File: src/rtl/ifba_pkg.sv
// ----------------------------------------------------------------------------
// ifba_pkg
// Shared types and constants of the interval free block allocator.
// ----------------------------------------------------------------------------
package ifba_pkg;

	localparam int MAX_INTERVALS = 32;
	localparam int BLOCK_BITS    = 32;
	// table fields carry one spare bit: a start may reach 2^BLOCK_BITS
	localparam int EW            = BLOCK_BITS + 1;
	localparam int AW            = (MAX_INTERVALS > 1) ? $clog2(MAX_INTERVALS) : 1;
	localparam int CW            = $clog2(MAX_INTERVALS + 1);
	localparam logic [CW-1:0] CNT_MAX = CW'(MAX_INTERVALS);

	typedef enum logic [1:0] {
		OP_ALLOC = 2'd0,
		OP_FREE  = 2'd1,
		OP_GROW  = 2'd2,
		OP_NOP   = 2'd3
	} op_t;

	typedef enum logic [1:0] {
		STS_OK        = 2'd0,
		STS_NOSPACE   = 2'd1,
		STS_FULL      = 2'd2,
		STS_UNCHANGED = 2'd3
	} sts_t;

	typedef struct packed {
		logic [1:0]  operation;
		logic [31:0] block_number;
		logic [31:0] target_capacity;
	} req_t;

	typedef struct packed {
		logic [31:0] allocated_block;
		logic [1:0]  status;
		logic [31:0] blocks_in_use;
	} rsp_t;

	typedef struct packed {
		logic [EW-1:0] start;
		logic [EW-1:0] len;
	} ent_t;

	localparam int ENT_W = 2 * EW;

	typedef enum logic [3:0] {
		ST_IDLE,
		ST_DISP,
		ST_A_RD1,
		ST_A_DEC,
		ST_SD_START,
		ST_SD_LOOP,
		ST_F_CMP,
		ST_F_DEC,
		ST_SU_START,
		ST_SU_LOOP,
		ST_G_DEC,
		ST_G_ADD,
		ST_DONE
	} state_t;

	typedef enum logic [2:0] {
		RA_ZERO,
		RA_ONE,
		RA_IDX1,
		RA_IDX2,
		RA_IDXM1,
		RA_IDXM2,
		RA_LAST
	} rd_sel_t;

	typedef enum logic [3:0] {
		WR_ALLOC_MERGE,
		WR_ALLOC_SHRINK,
		WR_SHIFT,
		WR_FREE_JOIN,
		WR_FREE_FRONT,
		WR_FREE_BACK,
		WR_SINGLE,
		WR_GROW_EXT,
		WR_GROW_ADD
	} wr_sel_t;

	typedef enum logic [2:0] {
		IDX_HOLD,
		IDX_ZERO,
		IDX_ONE,
		IDX_INC,
		IDX_DEC,
		IDX_CNT
	} idx_op_t;

	typedef enum logic [1:0] {
		STEP_HOLD,
		STEP_INC,
		STEP_DEC
	} step_t;

	typedef struct packed {
		logic    ready;
		logic    load;
		logic    rd_en;
		rd_sel_t rd_sel;
		logic    wr_en;
		wr_sel_t wr_sel;
		idx_op_t idx_op;
		logic    p_ld;
		logic    prev_ld;
		logic    cur_ld;
		logic    hold_ld;
		step_t   cnt_op;
		step_t   used_op;
		logic    cap_ld;
		logic    sts_ld;
		sts_t    sts;
		logic    out_ld;
	} cmd_t;

	typedef struct packed {
		op_t  op;
		logic cnt_zero;
		logic cnt_full;
		logic cnt_gt1;
		logic len_gt1;
		logic alloc_merge;
		logic in_range;
		logic scan_lt;
		logic idx1_lt_cnt;
		logic idx2_lt_cnt;
		logic cur_front;
		logic cur_same;
		logic p_nz;
		logic prev_back;
		logic grow_le;
		logic last_at_cap;
		logic idx_eq_p;
		logic idx_gt_p1;
		logic out_free;
	} flags_t;

endpackage

File: src/rtl/ifba_ram.sv
// ----------------------------------------------------------------------------
// ifba_ram
// Generic one-write one-read RAM with registered read data.
// ----------------------------------------------------------------------------
module ifba_ram #(
	parameter int WIDTH = 8,
	parameter int DEPTH = 4
) (
	input  logic                                        clk,
	input  logic                                        we,
	input  logic [((DEPTH > 1) ? $clog2(DEPTH) : 1)-1:0] waddr,
	input  logic [WIDTH-1:0]                            wdata,
	input  logic                                        re,
	input  logic [((DEPTH > 1) ? $clog2(DEPTH) : 1)-1:0] raddr,
	output logic [WIDTH-1:0]                            rdata
);
	logic [WIDTH-1:0] mem_q [DEPTH];

	always_ff @(posedge clk) begin
		if (we) begin
			mem_q[waddr] <= wdata;
		end
		if (re) begin
			rdata <= mem_q[raddr];
		end
	end
endmodule

File: src/rtl/ifba_dp.sv
// ----------------------------------------------------------------------------
// ifba_dp
// Datapath: interval table, counters, scan and shift address logic, result.
// ----------------------------------------------------------------------------
module ifba_dp (
	input  logic            clk,
	input  logic            arst_n,
	input  ifba_pkg::cmd_t   cmd,
	input  ifba_pkg::req_t   req,
	output ifba_pkg::flags_t flags,
	output logic            rsp_valid,
	input  logic            rsp_ready,
	output ifba_pkg::rsp_t   rsp
);
	import ifba_pkg::*;

	op_t                 op_q;
	logic [BLOCK_BITS-1:0] blk_q;
	logic [BLOCK_BITS-1:0] ncap_q;
	logic [CW-1:0]       cnt_q;
	logic [31:0]         used_q;
	logic [BLOCK_BITS-1:0] cap_q;
	logic [CW-1:0]       idx_q;
	logic [CW-1:0]       p_q;
	ent_t                prev_q;
	ent_t                cur_q;
	logic                curv_q;
	ent_t                hold_q;
	logic [BLOCK_BITS-1:0] given_q;
	sts_t                sts_q;
	rsp_t                rsp_q;
	logic                rsp_valid_q;

	ent_t                rdata;
	ent_t                wdata;
	logic [AW-1:0]       raddr;
	logic [AW-1:0]       waddr;
	logic [CW-1:0]       rd_full;
	logic [CW-1:0]       wr_full;

	logic [EW-1:0]       n_ext;
	logic [EW-1:0]       diff_ext;
	logic [EW:0]         prev_end;
	logic [EW:0]         rd_end;
	logic [CW:0]         idx_w;
	logic [CW:0]         cnt_w;
	logic [CW:0]         p_w;

	assign n_ext    = EW'(blk_q);
	assign diff_ext = EW'(ncap_q - cap_q);
	assign prev_end = (EW+1)'(prev_q.start) + (EW+1)'(prev_q.len);
	assign rd_end   = (EW+1)'(rdata.start) + (EW+1)'(rdata.len);
	assign idx_w    = (CW+1)'(idx_q);
	assign cnt_w    = (CW+1)'(cnt_q);
	assign p_w      = (CW+1)'(p_q);

	always_comb begin
		flags.op          = op_q;
		flags.cnt_zero    = (cnt_q == '0);
		flags.cnt_full    = (cnt_q >= CNT_MAX);
		flags.cnt_gt1     = (cnt_q > CW'(1));
		flags.len_gt1     = (hold_q.len > EW'(1));
		flags.alloc_merge = ((EW+1)'(rdata.start) == (EW+1)'(hold_q.start) + (EW+1)'(1));
		flags.in_range    = (blk_q < cap_q);
		flags.scan_lt     = (rdata.start < n_ext);
		flags.idx1_lt_cnt = (idx_w + (CW+1)'(1) < cnt_w);
		flags.idx2_lt_cnt = (idx_w + (CW+1)'(2) < cnt_w);
		flags.cur_front   = curv_q && ((EW+1)'(cur_q.start) == (EW+1)'(n_ext) + (EW+1)'(1));
		flags.cur_same    = curv_q && (cur_q.start == n_ext);
		flags.p_nz        = (idx_q != '0);
		flags.prev_back   = (prev_end == (EW+1)'(blk_q));
		flags.grow_le     = (ncap_q <= cap_q);
		flags.last_at_cap = (rd_end == (EW+1)'(cap_q));
		flags.idx_eq_p    = (idx_q == p_q);
		flags.idx_gt_p1   = (idx_w > p_w + (CW+1)'(1));
		flags.out_free    = !rsp_valid_q || rsp_ready;
	end

	always_comb begin
		case (cmd.rd_sel)
			RA_ZERO:  rd_full = '0;
			RA_ONE:   rd_full = CW'(1);
			RA_IDX1:  rd_full = idx_q + CW'(1);
			RA_IDX2:  rd_full = idx_q + CW'(2);
			RA_IDXM1: rd_full = idx_q - CW'(1);
			RA_IDXM2: rd_full = idx_q - CW'(2);
			RA_LAST:  rd_full = cnt_q - CW'(1);
			default:  rd_full = '0;
		endcase
		raddr = rd_full[AW-1:0];
	end

	always_comb begin
		wr_full = idx_q;
		wdata   = rdata;
		case (cmd.wr_sel)
			WR_ALLOC_MERGE: begin
				wr_full     = '0;
				wdata.start = rdata.start;
				wdata.len   = hold_q.len - EW'(1);
			end
			WR_ALLOC_SHRINK: begin
				wr_full     = '0;
				wdata.start = hold_q.start + EW'(1);
				wdata.len   = hold_q.len - EW'(1);
			end
			WR_SHIFT: begin
				wr_full = idx_q;
				wdata   = rdata;
			end
			WR_FREE_JOIN: begin
				wr_full     = idx_q - CW'(1);
				wdata.start = prev_q.start;
				wdata.len   = prev_q.len + cur_q.len + EW'(1);
			end
			WR_FREE_FRONT: begin
				wr_full     = idx_q;
				wdata.start = n_ext;
				wdata.len   = cur_q.len + EW'(1);
			end
			WR_FREE_BACK: begin
				wr_full     = idx_q - CW'(1);
				wdata.start = prev_q.start;
				wdata.len   = prev_q.len + EW'(1);
			end
			WR_SINGLE: begin
				wr_full     = idx_q;
				wdata.start = n_ext;
				wdata.len   = EW'(1);
			end
			WR_GROW_EXT: begin
				wr_full     = cnt_q - CW'(1);
				wdata.start = rdata.start;
				wdata.len   = rdata.len + diff_ext;
			end
			WR_GROW_ADD: begin
				wr_full     = cnt_q;
				wdata.start = EW'(cap_q);
				wdata.len   = diff_ext;
			end
			default: begin
				wr_full = idx_q;
				wdata   = rdata;
			end
		endcase
		waddr = wr_full[AW-1:0];
	end

	ifba_ram #(
		.WIDTH(ENT_W),
		.DEPTH(MAX_INTERVALS)
	) u_table (
		.clk  (clk),
		.we   (cmd.wr_en),
		.waddr(waddr),
		.wdata(wdata),
		.re   (cmd.rd_en),
		.raddr(raddr),
		.rdata(rdata)
	);

	always_ff @(posedge clk or negedge arst_n) begin
		if (!arst_n) begin
			cnt_q       <= '0;
			used_q      <= '0;
			cap_q       <= '0;
			rsp_valid_q <= 1'b0;
		end else begin
			case (cmd.cnt_op)
				STEP_INC: cnt_q <= cnt_q + CW'(1);
				STEP_DEC: cnt_q <= cnt_q - CW'(1);
				default:  cnt_q <= cnt_q;
			endcase
			case (cmd.used_op)
				STEP_INC: used_q <= used_q + 32'd1;
				STEP_DEC: used_q <= used_q - 32'd1;
				default:  used_q <= used_q;
			endcase
			if (cmd.cap_ld) begin
				cap_q <= ncap_q;
			end
			if (cmd.out_ld) begin
				rsp_valid_q <= 1'b1;
			end else if (rsp_ready) begin
				rsp_valid_q <= 1'b0;
			end
		end
	end

	always_ff @(posedge clk) begin
		if (cmd.load) begin
			op_q    <= op_t'(req.operation);
			blk_q   <= BLOCK_BITS'(req.block_number);
			ncap_q  <= BLOCK_BITS'(req.target_capacity);
			curv_q  <= 1'b0;
			given_q <= '0;
			sts_q   <= STS_OK;
		end else begin
			if (cmd.cur_ld) begin
				curv_q <= 1'b1;
			end
			if (cmd.hold_ld) begin
				given_q <= BLOCK_BITS'(rdata.start);
			end
			if (cmd.sts_ld) begin
				sts_q <= cmd.sts;
			end
		end
		case (cmd.idx_op)
			IDX_ZERO: idx_q <= '0;
			IDX_ONE:  idx_q <= CW'(1);
			IDX_INC:  idx_q <= idx_q + CW'(1);
			IDX_DEC:  idx_q <= idx_q - CW'(1);
			IDX_CNT:  idx_q <= cnt_q;
			default:  idx_q <= idx_q;
		endcase
		if (cmd.p_ld) begin
			p_q <= idx_q;
		end
		if (cmd.prev_ld) begin
			prev_q <= rdata;
		end
		if (cmd.cur_ld) begin
			cur_q <= rdata;
		end
		if (cmd.hold_ld) begin
			hold_q <= rdata;
		end
		if (cmd.out_ld) begin
			rsp_q.allocated_block <= 32'(given_q);
			rsp_q.status          <= sts_q;
			rsp_q.blocks_in_use   <= used_q;
		end
	end

	assign rsp_valid = rsp_valid_q;
	assign rsp       = rsp_q;
endmodule

File: src/rtl/ifba_ctrl.sv
// ----------------------------------------------------------------------------
// ifba_ctrl
// Sequencer: dispatch, table scan, shift down, shift up, grow and result hand-off.
// ----------------------------------------------------------------------------
module ifba_ctrl (
	input  logic             clk,
	input  logic             arst_n,
	input  logic             req_valid,
	input  ifba_pkg::flags_t flags,
	output ifba_pkg::cmd_t   cmd
);
	import ifba_pkg::*;

	state_t state_q;
	state_t state_d;

	always_ff @(posedge clk or negedge arst_n) begin
		if (!arst_n) begin
			state_q <= ST_IDLE;
		end else begin
			state_q <= state_d;
		end
	end

	always_comb begin
		state_d = state_q;
		case (state_q)
			ST_IDLE: begin
				if (req_valid) state_d = ST_DISP;
			end
			ST_DISP: begin
				case (flags.op)
					OP_ALLOC: state_d = flags.cnt_zero ? ST_DONE : ST_A_RD1;
					OP_FREE: begin
						if (!flags.in_range) state_d = ST_DONE;
						else if (flags.cnt_zero) state_d = ST_F_DEC;
						else state_d = ST_F_CMP;
					end
					OP_GROW: begin
						if (flags.grow_le) state_d = ST_DONE;
						else if (flags.cnt_zero) state_d = ST_G_ADD;
						else state_d = ST_G_DEC;
					end
					default: state_d = ST_DONE;
				endcase
			end
			ST_A_RD1: state_d = ST_A_DEC;
			ST_A_DEC: begin
				if (flags.len_gt1 && !(flags.cnt_gt1 && flags.alloc_merge)) state_d = ST_DONE;
				else state_d = ST_SD_START;
			end
			ST_SD_START: state_d = flags.idx1_lt_cnt ? ST_SD_LOOP : ST_DONE;
			ST_SD_LOOP: state_d = flags.idx2_lt_cnt ? ST_SD_LOOP : ST_DONE;
			ST_F_CMP: begin
				if (!flags.scan_lt || !flags.idx1_lt_cnt) state_d = ST_F_DEC;
			end
			ST_F_DEC: begin
				if (flags.cur_front) begin
					state_d = (flags.p_nz && flags.prev_back) ? ST_SD_START : ST_DONE;
				end else if ((flags.p_nz && flags.prev_back) || flags.cnt_full
						|| flags.cur_same) begin
					state_d = ST_DONE;
				end else begin
					state_d = ST_SU_START;
				end
			end
			ST_SU_START: state_d = flags.idx_eq_p ? ST_DONE : ST_SU_LOOP;
			ST_SU_LOOP: state_d = flags.idx_gt_p1 ? ST_SU_LOOP : ST_SU_START;
			ST_G_DEC: state_d = flags.last_at_cap ? ST_DONE : ST_G_ADD;
			ST_G_ADD: state_d = ST_DONE;
			ST_DONE: begin
				if (flags.out_free) state_d = ST_IDLE;
			end
			default: state_d = ST_IDLE;
		endcase
	end

	always_comb begin
		cmd = '0;
		case (state_q)
			ST_IDLE: begin
				cmd.ready = 1'b1;
				cmd.load  = req_valid;
			end
			ST_DISP: begin
				case (flags.op)
					OP_ALLOC: begin
						if (flags.cnt_zero) begin
							cmd.sts_ld = 1'b1;
							cmd.sts    = STS_NOSPACE;
						end else begin
							cmd.rd_en  = 1'b1;
							cmd.rd_sel = RA_ZERO;
						end
					end
					OP_FREE: begin
						cmd.idx_op = IDX_ZERO;
						if (flags.in_range && !flags.cnt_zero) begin
							cmd.rd_en  = 1'b1;
							cmd.rd_sel = RA_ZERO;
						end
					end
					OP_GROW: begin
						if (flags.grow_le) begin
							cmd.sts_ld = 1'b1;
							cmd.sts    = STS_UNCHANGED;
						end else if (!flags.cnt_zero) begin
							cmd.rd_en  = 1'b1;
							cmd.rd_sel = RA_LAST;
						end
					end
					default: cmd.sts = STS_OK;
				endcase
			end
			ST_A_RD1: begin
				// entry 0 is on the read port; fetch entry 1 behind it
				cmd.hold_ld = 1'b1;
				cmd.used_op = STEP_INC;
				cmd.rd_en   = 1'b1;
				cmd.rd_sel  = RA_ONE;
			end
			ST_A_DEC: begin
				if (flags.len_gt1 && flags.cnt_gt1 && flags.alloc_merge) begin
					// shrunk head meets entry 1: keep one entry, drop the other
					cmd.wr_en  = 1'b1;
					cmd.wr_sel = WR_ALLOC_MERGE;
					cmd.idx_op = IDX_ONE;
				end else if (flags.len_gt1) begin
					cmd.wr_en  = 1'b1;
					cmd.wr_sel = WR_ALLOC_SHRINK;
				end else begin
					cmd.idx_op = IDX_ZERO;
				end
			end
			ST_SD_START: begin
				if (flags.idx1_lt_cnt) begin
					cmd.rd_en  = 1'b1;
					cmd.rd_sel = RA_IDX1;
				end else begin
					cmd.cnt_op = STEP_DEC;
				end
			end
			ST_SD_LOOP: begin
				cmd.wr_en  = 1'b1;
				cmd.wr_sel = WR_SHIFT;
				if (flags.idx2_lt_cnt) begin
					cmd.rd_en  = 1'b1;
					cmd.rd_sel = RA_IDX2;
					cmd.idx_op = IDX_INC;
				end else begin
					cmd.cnt_op = STEP_DEC;
				end
			end
			ST_F_CMP: begin
				if (flags.scan_lt) begin
					cmd.prev_ld = 1'b1;
					cmd.idx_op  = IDX_INC;
					if (flags.idx1_lt_cnt) begin
						cmd.rd_en  = 1'b1;
						cmd.rd_sel = RA_IDX1;
					end
				end else begin
					cmd.cur_ld = 1'b1;
				end
			end
			ST_F_DEC: begin
				if (flags.cur_front) begin
					cmd.used_op = STEP_DEC;
					cmd.wr_en   = 1'b1;
					cmd.wr_sel  = (flags.p_nz && flags.prev_back) ? WR_FREE_JOIN : WR_FREE_FRONT;
				end else if (flags.p_nz && flags.prev_back) begin
					cmd.used_op = STEP_DEC;
					cmd.wr_en   = 1'b1;
					cmd.wr_sel  = WR_FREE_BACK;
				end else if (flags.cnt_full) begin
					cmd.sts_ld = 1'b1;
					cmd.sts    = STS_FULL;
				end else if (flags.cur_same) begin
					cmd.used_op = STEP_DEC;
					cmd.wr_en   = 1'b1;
					cmd.wr_sel  = WR_SINGLE;
				end else begin
					cmd.used_op = STEP_DEC;
					cmd.p_ld    = 1'b1;
					cmd.idx_op  = IDX_CNT;
				end
			end
			ST_SU_START: begin
				if (flags.idx_eq_p) begin
					cmd.wr_en  = 1'b1;
					cmd.wr_sel = WR_SINGLE;
					cmd.cnt_op = STEP_INC;
				end else begin
					cmd.rd_en  = 1'b1;
					cmd.rd_sel = RA_IDXM1;
				end
			end
			ST_SU_LOOP: begin
				cmd.wr_en  = 1'b1;
				cmd.wr_sel = WR_SHIFT;
				cmd.idx_op = IDX_DEC;
				if (flags.idx_gt_p1) begin
					cmd.rd_en  = 1'b1;
					cmd.rd_sel = RA_IDXM2;
				end
			end
			ST_G_DEC: begin
				if (flags.last_at_cap) begin
					cmd.wr_en  = 1'b1;
					cmd.wr_sel = WR_GROW_EXT;
					cmd.cap_ld = 1'b1;
				end
			end
			ST_G_ADD: begin
				if (flags.cnt_full) begin
					cmd.sts_ld = 1'b1;
					cmd.sts    = STS_FULL;
				end else begin
					cmd.wr_en  = 1'b1;
					cmd.wr_sel = WR_GROW_ADD;
					cmd.cnt_op = STEP_INC;
					cmd.cap_ld = 1'b1;
				end
			end
			ST_DONE: begin
				cmd.out_ld = flags.out_free;
			end
			default: cmd = '0;
		endcase
	end
endmodule

File: src/rtl/interval_free_block_allocator_core.sv
// ----------------------------------------------------------------------------
// interval_free_block_allocator_core
// Free block allocator over a sorted table of free intervals with coalescing.
//
//   channel | dir | payload            | beat taken when
//   req     | in  | ifba_pkg::req_t    | req_valid & req_ready
//   rsp     | out | ifba_pkg::rsp_t    | rsp_valid & rsp_ready
//
// One request at a time, one response each. Operation time is set by the table's
// single read port (one entry per cycle in the scan and shifts).
// The response waits in an output register while the next request is taken;
// a second response then holds the block until the first beat leaves.
// No table clearing after reset: only entries below the interval count are used.
// ----------------------------------------------------------------------------
module interval_free_block_allocator_core (
	input  logic           clk,
	input  logic           arst_n,
	input  logic           req_valid,
	output logic           req_ready,
	input  ifba_pkg::req_t req,
	output logic           rsp_valid,
	input  logic           rsp_ready,
	output ifba_pkg::rsp_t rsp
);
	import ifba_pkg::*;

	cmd_t   cmd;
	flags_t flags;

	ifba_ctrl u_ctrl (
		.clk      (clk),
		.arst_n   (arst_n),
		.req_valid(req_valid),
		.flags    (flags),
		.cmd      (cmd)
	);

	ifba_dp u_dp (
		.clk      (clk),
		.arst_n   (arst_n),
		.cmd      (cmd),
		.req      (req),
		.flags    (flags),
		.rsp_valid(rsp_valid),
		.rsp_ready(rsp_ready),
		.rsp      (rsp)
	);

	assign req_ready = cmd.ready;

`ifndef ASSERT_OFF
	a_no_write_on_accept: assert property (@(posedge clk) disable iff (!arst_n)
		(req_valid && req_ready) |-> !cmd.wr_en)
		else $error("table written while a request is taken");

	a_count_bound: assert property (@(posedge clk) disable iff (!arst_n)
		flags.cnt_full |-> (cmd.cnt_op != STEP_INC))
		else $error("interval count grows past the table size");

	a_no_overwrite: assert property (@(posedge clk) disable iff (!arst_n)
		cmd.out_ld |-> flags.out_free)
		else $error("pending response overwritten");
`endif
endmodule
File: config.mk
export PLATFORM = sky130hd
export DESIGN_NAME = interval_free_block_allocator_core
export DESIGN_NICKNAME = d
export VERILOG_FILES = /design/src/rtl/ifba_pkg.sv /design/src/rtl/ifba_ram.sv /design/src/rtl/ifba_dp.sv /design/src/rtl/ifba_ctrl.sv /design/src/rtl/interval_free_block_allocator_core.sv
export SDC_FILE = /design/constraint.sdc
export NUM_CORES = 2
export LEC_CHECK = 0
export BUFFER_PORTS_ARGS = -buffer_cell sky130_fd_sc_hd__buf_2
export CAP_MARGIN = 5
export CORE_AREA = 2 2 472 474
export DETAILED_ROUTE_END_ITERATION = 8
export DIE_AREA = 0 0 474 476
export PLACE_DENSITY = 0.74
export SLEW_MARGIN = 10
export SYNTH_ARGS = -nofsm -noshare
export SYNTH_HDL_FRONTEND = slang
export SYNTH_SLANG_ARGS = --single-unit
File: constraint.sdc
create_clock -name clk -period 12.3 [get_ports clk]
set_input_delay 1.23 -clock clk [delete_from_list [all_inputs] [get_ports clk]]
set_output_delay 1.23 -clock clk [all_outputs]
set_load 0.02 [all_outputs]
==> results.toml <==
[final_layout]
final_cell_mix = "edfxtp_1, nand2_1, nand3_1"
final_layout_size_suffix_gt1_share_pct = 8.764
seqCellArea_sq_um = 78250
nFillCells = 16839
multi_input_area_sq_um = 40520
layout_commonest_cell = "edfxtp_1"
fin_util_pct = 61.06
syn_to_final_growth_pct = 11.59
fin_nets = 10699

[synth]
ys_warn_count = 0
synth_top_family_by_area = "simple AND/OR/NAND/NOR gates"
synth_edf_count = 2520
synth_top_area_share_pct = 62.57
ys_async_sr_fraction_pct = 2.852
syn_inst = 10257
syn_area_sq_um = 120900
ys_types = 117
synth-compound-area-share_pct = 10.78
yosysTopAreaCell = "edfxtp_1"
synthSimpleGateAreaFrac_pct = 15.92
ys_seq_area_share_pct = 64.71
synth-seq-cells = 2630
synth_fa_ha_area_share_pct = 3.106
synthTopCellsByArea = "edfxtp_1, nand2_1, ha_1"
avgSynthCellArea_sq_um = 11.79
syn_nets = 10623
post_synth_xor_area_fraction_pct = 2.694
synthMuxAreaShare_pct = 0.4801
ys.flop_type = "edfxtp_1"

[worst_setup_path]
path_buf_inv = 0
crit_type = "register to register"
critPathLaunchType = "register"
crit_family = "simple AND/OR/NAND/NOR gates"
path_cells = "ha_1 -> fa_1 -> a21o_1 -> a21oi_1 -> xnor2_1 -> o21ai_0 -> a2111oi_0 -> nand4_1 -> or4_1 -> nor4_2 -> or2_1 -> nand2b_1 -> nand3_2 -> o21ai_0 -> ha_1 -> nand4_1 -> nor3_1 -> nor2_1 -> nor3_1 -> o21ai_0 -> a31oi_4"
cp_slowest_cell = "a31oi_4"
cp-end-kind = "register"
worstPathArrival_ns = 10.71
crit_path_max_incr_delay_ns = 1.02
worstPathMaxFanout = 32
critPathMostFrequentCell = "o21ai_0"
cp_data_required_time_ns = 12.81
rrSetupSlack_ns = 2.09

[grt]
grt_pass1_vias = 83866
grt_max_degree = 175
grt_first_pass_wirelength_um = 576400
antenna_found_initial = 39
globalRoute.totalOverflow = 0
track_usage_pct = 35.09

[place]
gp_congestion = 1.036
numPortBuffers = 137
dp_hpwl_um = 258700

[drt]
drt_iter0_drc = 13360
post-route-drc-count = 11
finalWirelength_um = 403800
vias_per_cell = 6.570
wl_per_cell_um = 29.85
drtAntennaViolNets = 0
dr.pass1.iters = 9
vias = 88890

[timing]
finalSetupViolations = 0
slew_headroom_pct = 11.24
fmax_ghz = 0.09798
rsz0062_at_grt = "false"
hold_viol_final = 0
worstMarginPinSlew_ns = 1.331
period_share_pct = 82.98
hold_slack_ns = 0.3435
fin_worst_skew_ns = 0.1090
layout_min_cycle_time_ns = 10.21
tns_ns = 0
final_max_slew_viol_count = 0

[job]
max_cap_viol_count = 0

[cts]
post_cts_buffers = 0
post_cts_resized = 0
clock_sinks = 2630
clock_latency_ns = 0.96
path_clk_slew_ns = 0.07
cts_tree = "yes"
cts_made_buffers = 289
ctsRootBufferMaster = "clkbuf_16"
postCtsHoldBufs = 0
clock_path_buffers = 4
h-tree-depth = 5

[floorplanning]
ios = 138
fp.dieH_um = 476
die_area_sq_um = 225600
die_w_um = 474
core_sq_um = 221000
fp-row-count = 173
initial_utilization_pct = 54.72

[run_status]
violations = "design-rule violations"
status = "finished with violations"

[min_path]
hold_class = "primary input to async pin"
-- synthesized netlist by cell type, types with 75 or more instances --
| cell type | instances |
|---|---|
| edfxtp_1 | 2520 |
| nand2_1 | 2043 |
| nand3_1 | 670 |
| nor2_1 | 662 |
| clkbuf_1 | 483 |
| a21oi_1 | 413 |
| o21ai_0 | 339 |
| ha_1 | 289 |
| xnor2_1 | 220 |
| a211oi_1 | 175 |
| and2_1 | 175 |
| a31oi_1 | 166 |
| inv_1 | 147 |
| nor4_1 | 145 |
| a311oi_1 | 138 |
| nor3_1 | 134 |
| xor2_1 | 131 |
| and3_1 | 121 |
| a21o_1 | 82 |
| nand4_1 | 80 |
| a221o_1 | 76 |
| dfrtp_1 | 75 |
-- flip-flops by register name, indices dropped and copies added, names as in the netlist --
name	flops
u_dp.used_q	32
u_dp.rsp_valid	1
u_dp.cap_q	32
u_dp.given_q	32
u_dp.cnt_q	6
u_dp.op_q	2
u_dp.p_q	6
u_dp.prev_q	66
u_dp.cur_q	66
u_dp.curv_q	1
u_dp.rsp	66
u_dp.ncap_q	32
u_dp.blk_q	32
u_dp.hold_q	66
u_dp.u_table.mem_q	2112
u_dp.idx_q	6
u_ctrl.state_q	4
u_dp.sts_q	2
u_dp.u_table.rdata	66
-- area by class of cell --
class | instances | share of cell area, %
flip-flops and latches | 2630 | 57.98
clock inverters | 137 | 1.033
well taps | 2975 | 2.758
diodes | 22 | 0.04079
multi-input cells | 6907 | 30.02
repair buffers | 356 | 2.108
inverters | 149 | 0.4163
clock buffers | 353 | 5.639
-- layer usage --
metal  wire length (um)  share of wire [%]  global-route usage, %
met5                 87              0.022                      0
met4              20690                5.1                  16.36
met2             180100                 45                  53.10
met1             156200                 39                  48.50
met3              46700                 12                  7.881
-- kinds of logic after synthesis --
group           count (synthesis)
fa+ha+maj                     296
buf+inv                       720
simple gates                 4283
xor+xnor                      359
flops                        2630
compound gates               1915
mux                            54
-- final timing paths --
check,end,cells after the start,startpoint
max,u_dp.u_table.mem_q[10][24],21,u_dp.u_table.rdata[33]
min,u_dp.cnt_q[1],1,arst_n
max in group asynchronous,u_dp.used_q[25],2,arst_n
min reg2reg,u_dp.rsp[54],0,u_dp.given_q[20]
max reg2reg,u_dp.u_table.mem_q[10][24],21,u_dp.u_table.rdata[33]
min in group clk,u_dp.rsp[54],0,u_dp.given_q[20]
-- stage by stage --
step | setup slack, ns | cells | instance area (sq um)
final | 2.094 | 13529 | 135000
after CTS | 2.237 | 13507 | 134900
after global routing | 1.944 | 13521 | 134900
after floorplan | 0.6957 | 10257 | 120900
after detailed placement | 2.365 | 13017 | 125900
after global placement | 2.391 | 13017 | 125900
Power is left out: the tool's default activity adds up to more than one toggle a clock period on the data nets, which glitch-free logic cannot reach.
